--- src/vlqr_pkg.sv ---
// ----------------------------------------------------------------------------
// vlqr_pkg
// Shared types, register indexes, sequencer states and helpers for the
// velocity controller with integral action.
// ----------------------------------------------------------------------------
`default_nettype none

package vlqr_pkg;

    // Input beat: one command
    typedef struct packed {
        logic               opcode;
        logic signed [31:0] measured_velocity;
        logic signed [31:0] reference_velocity;
        logic        [23:0] elapsed_time;
    } t_cmd;

    // Output beat: one drive value
    typedef struct packed {
        logic signed [31:0] drive;
    } t_rsp;

    // Configuration write beat
    typedef struct packed {
        logic [2:0]  index;
        logic [31:0] data;
    } t_cfg;

    // Command codes
    localparam logic OP_CALC  = 1'b0;
    localparam logic OP_RESET = 1'b1;

    // Register indexes
    typedef enum logic [2:0] {
        REG_VELOCITY_GAIN   = 3'd0,
        REG_INTEGRAL_GAIN   = 3'd1,
        REG_OUTPUT_LIMIT    = 3'd2,
        REG_INTEGRAL_ENABLE = 3'd3,
        REG_INTEGRAL_CLAMP  = 3'd4,
        REG_ERROR_DEADBAND  = 3'd5,
        REG_WINDUP_DECAY    = 3'd6
    } t_reg_idx;

    // Register file contents
    typedef struct packed {
        logic signed [31:0] velocity_gain;
        logic signed [31:0] integral_gain;
        logic        [30:0] output_limit;
        logic               integral_enable;
        logic        [30:0] integral_clamp;
        logic        [30:0] error_deadband;
        logic        [15:0] windup_decay;
    } t_cfg_regs;

    // Sequencer states
    typedef enum logic [2:0] {
        ST_IDLE,
        ST_FB,
        ST_T,
        ST_INC,
        ST_DHI,
        ST_DLO,
        ST_ACC,
        ST_OUT
    } t_state;

    localparam int unsigned MUL_W  = 33;
    localparam int unsigned PROD_W = 2 * MUL_W;
    localparam int unsigned SUM_W  = 50;

    // Symmetric clamp of a wide sum to +/- lim
    function automatic logic signed [31:0] clamp_sym(
        input logic signed [SUM_W-1:0] v,
        input logic        [30:0]      lim
    );
        logic signed [SUM_W-1:0] pos;
        logic signed [SUM_W-1:0] neg;
        logic signed [31:0]      res;
        pos = $signed({{(SUM_W-31){1'b0}}, lim});
        neg = -pos;
        if (v > pos) begin
            res = $signed({1'b0, lim});
        end else if (v < neg) begin
            res = -$signed({1'b0, lim});
        end else begin
            res = v[31:0];
        end
        return res;
    endfunction

endpackage

`default_nettype wire

--- src/vlqr_chan_if.sv ---
// ----------------------------------------------------------------------------
// vlqr_chan_if
// Valid/ready channel carrying one payload beat per handshake.
// ----------------------------------------------------------------------------
`default_nettype none

interface vlqr_chan_if #(
    parameter type t_payload = logic
) ();
    logic     valid;
    logic     ready;
    t_payload payload;

    modport source (output valid, output payload, input ready);
    modport sink   (input valid, input payload, output ready);
endinterface

`default_nettype wire

--- src/velocity_lqr_integral_controller.sv ---
// ----------------------------------------------------------------------------
// velocity_lqr_integral_controller
// Velocity loop with proportional feedback and a clamped, deadbanded integral.
// ----------------------------------------------------------------------------
// A calculate command is taken only when the block is idle. Its drive value is
// presented as the block returns to idle, and the next command can be taken in
// that same cycle; a new command is not taken while one is in progress. The
// command makes five passes through the single registered 33x33 multiplier
// (feedback, error times time, gain times that, and two partial products for
// the anti-windup decay), then an integral update step and the output clamp.
// A reset command goes straight to the output step. The output register lets
// the block take the next command while a drive value still waits downstream.
// If that value is still waiting when the next result is due, the block holds
// in its output step until the waiting beat is taken.
// ----------------------------------------------------------------------------
`default_nettype none

module velocity_lqr_integral_controller (
    input  wire logic   i_clk,
    input  wire logic   i_rst_n,
    vlqr_chan_if.sink   i_cmd,
    vlqr_chan_if.source o_rsp,
    vlqr_chan_if.sink   i_cfg
);

    localparam int unsigned MW = vlqr_pkg::MUL_W;
    localparam int unsigned PW = vlqr_pkg::PROD_W;
    localparam int unsigned SW = vlqr_pkg::SUM_W;

    vlqr_pkg::t_cfg_regs w_regs;
    vlqr_pkg::t_state    r_state;
    vlqr_pkg::t_state    n_state;

    logic signed [MW-1:0] w_mul_a;
    logic signed [MW-1:0] w_mul_b;
    logic signed [PW-1:0] w_prod;

    // Item registers
    logic signed [31:0] r_e;
    logic        [23:0] r_dt;
    logic signed [47:0] r_fb;
    logic signed [47:0] r_inc;
    logic signed [48:0] r_dhi;
    logic signed [31:0] r_integ;
    logic               r_add_int;
    logic               r_out_valid;
    logic signed [31:0] r_drive;

    // Combinational datapath terms
    logic signed [32:0] w_diff;
    logic signed [31:0] w_e_sat;
    logic        [16:0] w_keep;
    logic        [31:0] w_mag;
    logic               w_int_on;
    logic               w_do_int;
    logic               w_same;
    logic               w_decay_on;
    logic signed [48:0] w_dec;
    logic signed [48:0] w_inc_sel;
    logic signed [SW-1:0] w_integ_sum;
    logic signed [SW-1:0] w_out_sum;
    logic               w_accept;
    logic               w_out_load;

    vlqr_cfg u_cfg (
        .i_clk   (i_clk),
        .i_rst_n (i_rst_n),
        .i_cfg   (i_cfg),
        .o_regs  (w_regs)
    );

    vlqr_mul u_mul (
        .i_clk  (i_clk),
        .i_a    (w_mul_a),
        .i_b    (w_mul_b),
        .o_prod (w_prod)
    );

    // Saturate the velocity error to 32 bits
    assign w_diff  = 33'(i_cmd.payload.reference_velocity)
                   - 33'(i_cmd.payload.measured_velocity);
    assign w_e_sat = (w_diff[32] != w_diff[31])
                   ? (w_diff[32] ? 32'sh8000_0000 : 32'sh7fff_ffff)
                   : w_diff[31:0];

    // Fraction of an increment kept after decay
    assign w_keep = 17'h1_0000 - {1'b0, w_regs.windup_decay};

    // Integration decisions, taken with the integral before its update
    assign w_mag      = r_e[31] ? (32'd0 - r_e) : r_e;
    assign w_int_on   = w_regs.integral_enable && (r_dt != 24'd0);
    assign w_do_int   = w_int_on && (w_mag > {1'b0, w_regs.error_deadband});
    assign w_same     = ((r_e > 0) && (r_integ > 0)) || ((r_e < 0) && (r_integ < 0));
    assign w_decay_on = (w_regs.windup_decay != 16'd0) && w_same;

    // Recombine the decayed increment from its two partial products
    assign w_dec       = r_dhi + $signed({32'd0, w_prod[32:16]});
    assign w_inc_sel   = w_decay_on ? w_dec : 49'(r_inc);
    assign w_integ_sum = SW'(r_integ) + SW'(w_inc_sel);
    assign w_out_sum   = SW'(r_fb) + (r_add_int ? SW'(r_integ) : '0);

    assign w_accept   = i_cmd.valid && i_cmd.ready;
    assign w_out_load = (r_state == vlqr_pkg::ST_OUT) && (!r_out_valid || o_rsp.ready);

    // State register
    always_ff @(posedge i_clk) begin
        if (!i_rst_n) begin
            r_state <= vlqr_pkg::ST_IDLE;
        end else begin
            r_state <= n_state;
        end
    end

    // Next state and multiplier operand selection
    always_comb begin
        n_state     = r_state;
        w_mul_a     = '0;
        w_mul_b     = '0;
        i_cmd.ready = 1'b0;
        case (r_state)
            vlqr_pkg::ST_IDLE: begin
                i_cmd.ready = 1'b1;
                if (i_cmd.valid) begin
                    n_state = (i_cmd.payload.opcode == vlqr_pkg::OP_RESET)
                            ? vlqr_pkg::ST_OUT : vlqr_pkg::ST_FB;
                end
            end
            vlqr_pkg::ST_FB: begin
                w_mul_a = MW'(w_regs.velocity_gain);
                w_mul_b = MW'(r_e);
                n_state = vlqr_pkg::ST_T;
            end
            vlqr_pkg::ST_T: begin
                w_mul_a = MW'(r_e);
                w_mul_b = $signed({{(MW-24){1'b0}}, r_dt});
                n_state = vlqr_pkg::ST_INC;
            end
            vlqr_pkg::ST_INC: begin
                w_mul_a = MW'(w_regs.integral_gain);
                w_mul_b = MW'($signed(w_prod[55:24]));
                n_state = vlqr_pkg::ST_DHI;
            end
            vlqr_pkg::ST_DHI: begin
                w_mul_a = MW'($signed(w_prod[63:32]));
                w_mul_b = $signed({{(MW-17){1'b0}}, w_keep});
                n_state = vlqr_pkg::ST_DLO;
            end
            vlqr_pkg::ST_DLO: begin
                w_mul_a = $signed({{(MW-16){1'b0}}, r_inc[15:0]});
                w_mul_b = $signed({{(MW-17){1'b0}}, w_keep});
                n_state = vlqr_pkg::ST_ACC;
            end
            vlqr_pkg::ST_ACC: begin
                n_state = vlqr_pkg::ST_OUT;
            end
            vlqr_pkg::ST_OUT: begin
                if (w_out_load) begin
                    n_state = vlqr_pkg::ST_IDLE;
                end
            end
            default: begin
                n_state = vlqr_pkg::ST_IDLE;
            end
        endcase
    end

    // Integral accumulator
    always_ff @(posedge i_clk) begin
        if (!i_rst_n) begin
            r_integ <= '0;
        end else if (w_accept && (i_cmd.payload.opcode == vlqr_pkg::OP_RESET)) begin
            r_integ <= '0;
        end else if ((r_state == vlqr_pkg::ST_ACC) && w_do_int) begin
            r_integ <= vlqr_pkg::clamp_sym(w_integ_sum, w_regs.integral_clamp);
        end
    end

    // Item datapath registers
    always_ff @(posedge i_clk) begin
        if (w_accept) begin
            r_e       <= w_e_sat;
            r_dt      <= i_cmd.payload.elapsed_time;
            r_fb      <= '0;
            r_add_int <= 1'b0;
        end
        case (r_state)
            vlqr_pkg::ST_T: begin
                r_fb <= $signed(w_prod[63:16]);
            end
            vlqr_pkg::ST_DHI: begin
                r_inc <= $signed(w_prod[63:16]);
            end
            vlqr_pkg::ST_DLO: begin
                r_dhi <= $signed(w_prod[48:0]);
            end
            vlqr_pkg::ST_ACC: begin
                r_add_int <= w_int_on;
            end
            default: begin
            end
        endcase
    end

    // Output register: hold until taken
    always_ff @(posedge i_clk) begin
        if (!i_rst_n) begin
            r_out_valid <= 1'b0;
        end else if (w_out_load) begin
            r_out_valid <= 1'b1;
        end else if (o_rsp.ready) begin
            r_out_valid <= 1'b0;
        end
    end

    always_ff @(posedge i_clk) begin
        if (w_out_load) begin
            r_drive <= vlqr_pkg::clamp_sym(w_out_sum, w_regs.output_limit);
        end
    end

    assign o_rsp.valid         = r_out_valid;
    assign o_rsp.payload.drive = r_drive;

endmodule

`default_nettype wire

--- src/vlqr_mul.sv ---
// ----------------------------------------------------------------------------
// vlqr_mul
// Shared 33x33 signed multiplier with a registered product.
// ----------------------------------------------------------------------------
`default_nettype none

module vlqr_mul (
    input  wire logic                                i_clk,
    input  wire logic signed [vlqr_pkg::MUL_W-1:0]   i_a,
    input  wire logic signed [vlqr_pkg::MUL_W-1:0]   i_b,
    output logic signed      [vlqr_pkg::PROD_W-1:0]  o_prod
);

    logic signed [vlqr_pkg::PROD_W-1:0] r_prod;

    // Register the product every cycle
    always_ff @(posedge i_clk) begin
        r_prod <= i_a * i_b;
    end

    assign o_prod = r_prod;

endmodule

`default_nettype wire

--- src/vlqr_cfg.sv ---
// ----------------------------------------------------------------------------
// vlqr_cfg
// Configuration register file: decodes write beats by index.
// ----------------------------------------------------------------------------
`default_nettype none

module vlqr_cfg (
    input  wire logic               i_clk,
    input  wire logic               i_rst_n,
    vlqr_chan_if.sink               i_cfg,
    output vlqr_pkg::t_cfg_regs     o_regs
);

    vlqr_pkg::t_cfg_regs r_regs;

    assign i_cfg.ready = 1'b1;

    // Write the addressed register; drop writes beyond the list
    always_ff @(posedge i_clk) begin
        if (!i_rst_n) begin
            r_regs <= '0;
        end else if (i_cfg.valid) begin
            case (i_cfg.payload.index)
                vlqr_pkg::REG_VELOCITY_GAIN: begin
                    r_regs.velocity_gain <= $signed(i_cfg.payload.data);
                end
                vlqr_pkg::REG_INTEGRAL_GAIN: begin
                    r_regs.integral_gain <= $signed(i_cfg.payload.data);
                end
                vlqr_pkg::REG_OUTPUT_LIMIT: begin
                    r_regs.output_limit <= i_cfg.payload.data[30:0];
                end
                vlqr_pkg::REG_INTEGRAL_ENABLE: begin
                    r_regs.integral_enable <= i_cfg.payload.data[0];
                end
                vlqr_pkg::REG_INTEGRAL_CLAMP: begin
                    r_regs.integral_clamp <= i_cfg.payload.data[30:0];
                end
                vlqr_pkg::REG_ERROR_DEADBAND: begin
                    r_regs.error_deadband <= i_cfg.payload.data[30:0];
                end
                vlqr_pkg::REG_WINDUP_DECAY: begin
                    r_regs.windup_decay <= i_cfg.payload.data[15:0];
                end
                default: begin
                    r_regs <= r_regs;
                end
            endcase
        end
    end

    assign o_regs = r_regs;

endmodule

`default_nettype wire

--- src/flat_wrapper.sv ---
// flat-port wrapper written by rule: the top's interface ports become plain ports
module velocity_lqr_integral_controller_flat 
  (i_clk, i_rst_n, i_cmd_valid, i_cmd_payload, i_cmd_ready, o_rsp_valid, o_rsp_payload, o_rsp_ready, i_cfg_valid, i_cfg_payload, i_cfg_ready);
  vlqr_chan_if #(.t_payload(vlqr_pkg::t_cmd)) i_cmd_i ();
  vlqr_chan_if #(.t_payload(vlqr_pkg::t_rsp)) o_rsp_i ();
  vlqr_chan_if #(.t_payload(vlqr_pkg::t_cfg)) i_cfg_i ();
  input  wire logic i_clk;
  input  wire logic i_rst_n;
  input wire logic [$bits(i_cmd_i.valid)-1:0] i_cmd_valid;
  input wire logic [$bits(i_cmd_i.payload)-1:0] i_cmd_payload;
  output wire logic [$bits(i_cmd_i.ready)-1:0] i_cmd_ready;
  output wire logic [$bits(o_rsp_i.valid)-1:0] o_rsp_valid;
  output wire logic [$bits(o_rsp_i.payload)-1:0] o_rsp_payload;
  input wire logic [$bits(o_rsp_i.ready)-1:0] o_rsp_ready;
  input wire logic [$bits(i_cfg_i.valid)-1:0] i_cfg_valid;
  input wire logic [$bits(i_cfg_i.payload)-1:0] i_cfg_payload;
  output wire logic [$bits(i_cfg_i.ready)-1:0] i_cfg_ready;
  assign i_cmd_i.valid = i_cmd_valid;
  assign i_cmd_i.payload = i_cmd_payload;
  assign i_cmd_ready = i_cmd_i.ready;
  assign o_rsp_valid = o_rsp_i.valid;
  assign o_rsp_payload = o_rsp_i.payload;
  assign o_rsp_i.ready = o_rsp_ready;
  assign i_cfg_i.valid = i_cfg_valid;
  assign i_cfg_i.payload = i_cfg_payload;
  assign i_cfg_ready = i_cfg_i.ready;
  velocity_lqr_integral_controller u_core (.i_clk(i_clk), .i_rst_n(i_rst_n), .i_cmd(i_cmd_i), .o_rsp(o_rsp_i), .i_cfg(i_cfg_i));
endmodule
--- config.mk ---
export PLATFORM = sky130hd
export DESIGN_NAME = velocity_lqr_integral_controller_flat
export DESIGN_NICKNAME = d
export VERILOG_FILES = /design/src/vlqr_pkg.sv /design/src/vlqr_chan_if.sv /design/src/velocity_lqr_integral_controller.sv /design/src/vlqr_mul.sv /design/src/vlqr_cfg.sv /design/src/flat_wrapper.sv
export SDC_FILE = /design/constraint.sdc
export NUM_CORES = 2
export LEC_CHECK = 0
export ABC_AREA = 1
export BUFFER_PORTS_ARGS = -buffer_cell sky130_fd_sc_hd__clkbuf_2
export CAP_MARGIN = 20
export CORE_MARGIN = 5
export CORE_UTILIZATION = 43
export DETAILED_ROUTE_END_ITERATION = 16
export GPL_TIMING_DRIVEN = 0
export PLACE_DENSITY = 0.63
export SKIP_CTS_REPAIR_TIMING = 1
export SLEW_MARGIN = 20
export SYNTH_ARGS = -nofsm -noshare
export SYNTH_HDL_FRONTEND = slang
export SYNTH_HIERARCHICAL = 1
export SYNTH_SLANG_ARGS = --single-unit
--- constraint.sdc ---
create_clock -name i_clk -period 25.9 [get_ports i_clk]
set_clock_uncertainty 0.05 [all_clocks]
set_input_delay 1.295 -clock i_clk [delete_from_list [all_inputs] [get_ports i_clk]]
set_output_delay 1.295 -clock i_clk [all_outputs]
set_load 0.02 [all_outputs]
==> out/summary.md <==
* **critical path's largest stage delay** 0.93 ns
* **Final GP Congestion** 1.11
* **dpl hpwl** 308000 um
* **TritonCTS clock tree** built
* **via total after detailed routing** 74.6k
* **sequential share of power** 13.6%
* **width of the chip** 443 um
* **area of the multi-input gates** 0.0563 mm^2
* **Wirelength per Cell** 26.1 um
* **final routed DRC violation total** 0
* **part of the total power dissipated in the clock network** 9.2%
* **Post-Synthesis Net Count** 12.9k
* **CTS Buf Count** 55
* **length in cells of the worst reg-to-reg path** 45
* **max cap viols** 0
* **# port buffers** 162
* **kind of critical path** flip-flop to flip-flop
* **setup repair after global routing missed its margin** false
* **maximum root-to-sink buffer count** 3
* **CORE AREA** 0.187 mm^2
* **total track usage** 36.3%
* **final critical-path required period** 11.57 ns
* **area grow syn2layout** 7.60%
* **filler instances** 19.4k
* **antenna violations before repair** 15
* **synthesized area per cell** 7.27 um^2
* **maximum achievable frequency** 0.0865 GHz
* **maximum number of pins on one net before global-route repair** 55
* **static leakage** 48.1 nW
* **vertical extent of the die** 443 um
* **actual transition at the worst max-transition pin** 1.33 ns
* **run status** finished, final reports clean
* **count of final max-slew check failures** 0
* **number of optimization iterations in the first detailed-route pass** 6
* **category of the worst setup path launch point** flip-flop
* **worst hold path stage count** 0
* **first-pass GRT wire length** 518000 um
* **required time reported for the critical path endpoint** 26.35 ns
* **vias in the first global route** 75.2k
* **Cell Rows** 159
* **Post-Syn Area** 0.0807 mm^2
* **Critical Path Sink Type** flip-flop
* **crit path max-delay cell type** clkbuf_1
* **share of final-layout standard cells stronger than drive strength 1** 5.67%
* **Total Die Area** 0.196 mm^2
* **residual antenna-violating net count after detailed routing** 0
* **# nets final** 13.2k
* **setup-violating endpoint count in the final report** 0
* **Logic pwr share** 77.3%
* **WHS** 0.345 ns
* **clock insertion delay at the later pin of the skew report** 0.67 ns
* **initial standard-cell utilization of the core** 43.1%
* **maximum fanout along the worst path** 10
* **power density over the cells** 104 mW/mm^2
* **number of sinks handled by clock tree synthesis** 508
* **Yosys warning total** 6
* **post-synthesis cell count** 11.1k
* **total wire length** 362000 um
* **crit share post-route** 44.7%
* **switching share of total power** 61.0%
* **Worst-path clk slew** 0.07 ns
* **total congestion overflow after global routing** 0
* **share of the core filled with cells** 46.4%
* **normalized max-slew margin** 11.3%
* **Hold/Removal Path Class** flip-flop to flip-flop
* **sw power** 5.53 mW
* **cell at the root of the clock tree** clkbuf_16
* **I/O Pins** 164
* **CP arrival** 12.01 ns
* **Sequential Area** 0.0125 mm^2
* **cell mode on critical path** inv_1
* **count of endpoints failing hold in the final timing report** 0
* **internal power** 3.53 mW
* **setup total negative slack** 0 ns
* **Via density** 5.37
* **Tot Pwr** 9.07 mW
* **Worst IR Drop VDD** 0.0000967 V
* **number of violations reported at the end of detailed-routing iteration 0** 6991
* **H-tree levels** 2
-- path summary, 6_finish.rpt --
| path | slack, ns | start | to |
|---|---|---|---|
| max | 14.33 | u_core/u_cfg/o_regs[0] | u_core/u_mul/o_prod[58] |
| min | 0.34 | u_core/u_mul/o_prod[10] | u_core/r_dhi[10] |
| max reg2reg | 14.33 | u_core/u_cfg/o_regs[0] | u_core/u_mul/o_prod[58] |
| min reg2reg | 0.34 | u_core/u_mul/o_prod[10] | u_core/r_dhi[10] |
-- power groups by stage --
stage          sequential (mW)  clock [mW]  combinational [mW]
5_1_grt                   1.24       0.875                7.49
2_1_floorplan             1.16           0                3.96
3_3_place_gp              1.25           0                6.69
3_5_place_dp              1.24           0                6.79
6_report                  1.23       0.830                7.01
4_1_cts                   1.23       0.844                6.82
-- metrics by stage --
| step | cells | setup slack, ns | cell area (um^2) |
|---|---|---|---|
| after floorplan | 11100 | 17.09 | 80700 |
| after global placement | 13800 | 13.16 | 84600 |
| after detailed placement | 13800 | 14.49 | 84900 |
| after CTS | 13900 | 14.46 | 86800 |
| after global routing | 13900 | 13.89 | 86800 |
| final | 13900 | 14.33 | 86800 |
-- cells in the final DEF, fill, tap and decap left out, drive strengths merged, types with 14 or more instances in the layout --
cell	count
dfxtp	274
o21a	16
nand4	108
o21ai	336
diode	14
nor3	105
ha	557
o221ai	14
inv	2707
a221oi	33
clkbuf	575
o21bai	35
xor2	190
or2	16
a21oi	369
edfxtp	234
nor4	42
xnor2	48
nor2	979
buf	103
fa	1140
o22ai	18
nand3	443
a31oi	25
nand2	2918
-- critical path: cells and delay by family (launching register included) --
| kind | cells | cell delay [ns] |
|---|---|---|
| fa+ha+maj | 10 | 4.58 |
| buf+inv | 15 | 3.15 |
| simple gates | 19 | 2.40 |
| compound gates | 1 | 0.86 |
| flops | 1 | 0.33 |
-- area by class of cell --
type                            count  share of cell area, %
Sequential cell                   508                   14.4
Clock buffer                       73                   1.77
Clock inverter                     31                  0.385
Inverter                         2696                   11.7
Timing Repair Buffer              178                   1.16
Tap cell                         2495                   3.59
Antenna cell                       14                 0.0403
Multi-Input combinational cell   7478                   64.8
Buffer                            427                   2.16
-- routing by layer --
metal	up-vias	global-route usage, %	share of wire (%)
li1	33700	-	-
met1	36000	41.4	36
met2	3705	60.2	46
met3	1224	6.88	8.0
met4	8	28.0	10
met5	-	0	0.014
-- state kept, by name, summed over array words and instances, names as in the netlist --
signal and flops:
u_core/o_rsp.valid 1, u_core/r_fb 48, u_core/o_rsp.payload 32, u_core/r_inc 48, u_core/r_add_int 1, u_core/r_e 32
u_core/u_mul/o_prod 64, u_core/u_cfg/o_regs 174, u_core/r_integ 32, u_core/r_state 3, u_core/r_dhi 49, u_core/r_dt 24
No activity file was read; power rests on OpenSTA's default activity.
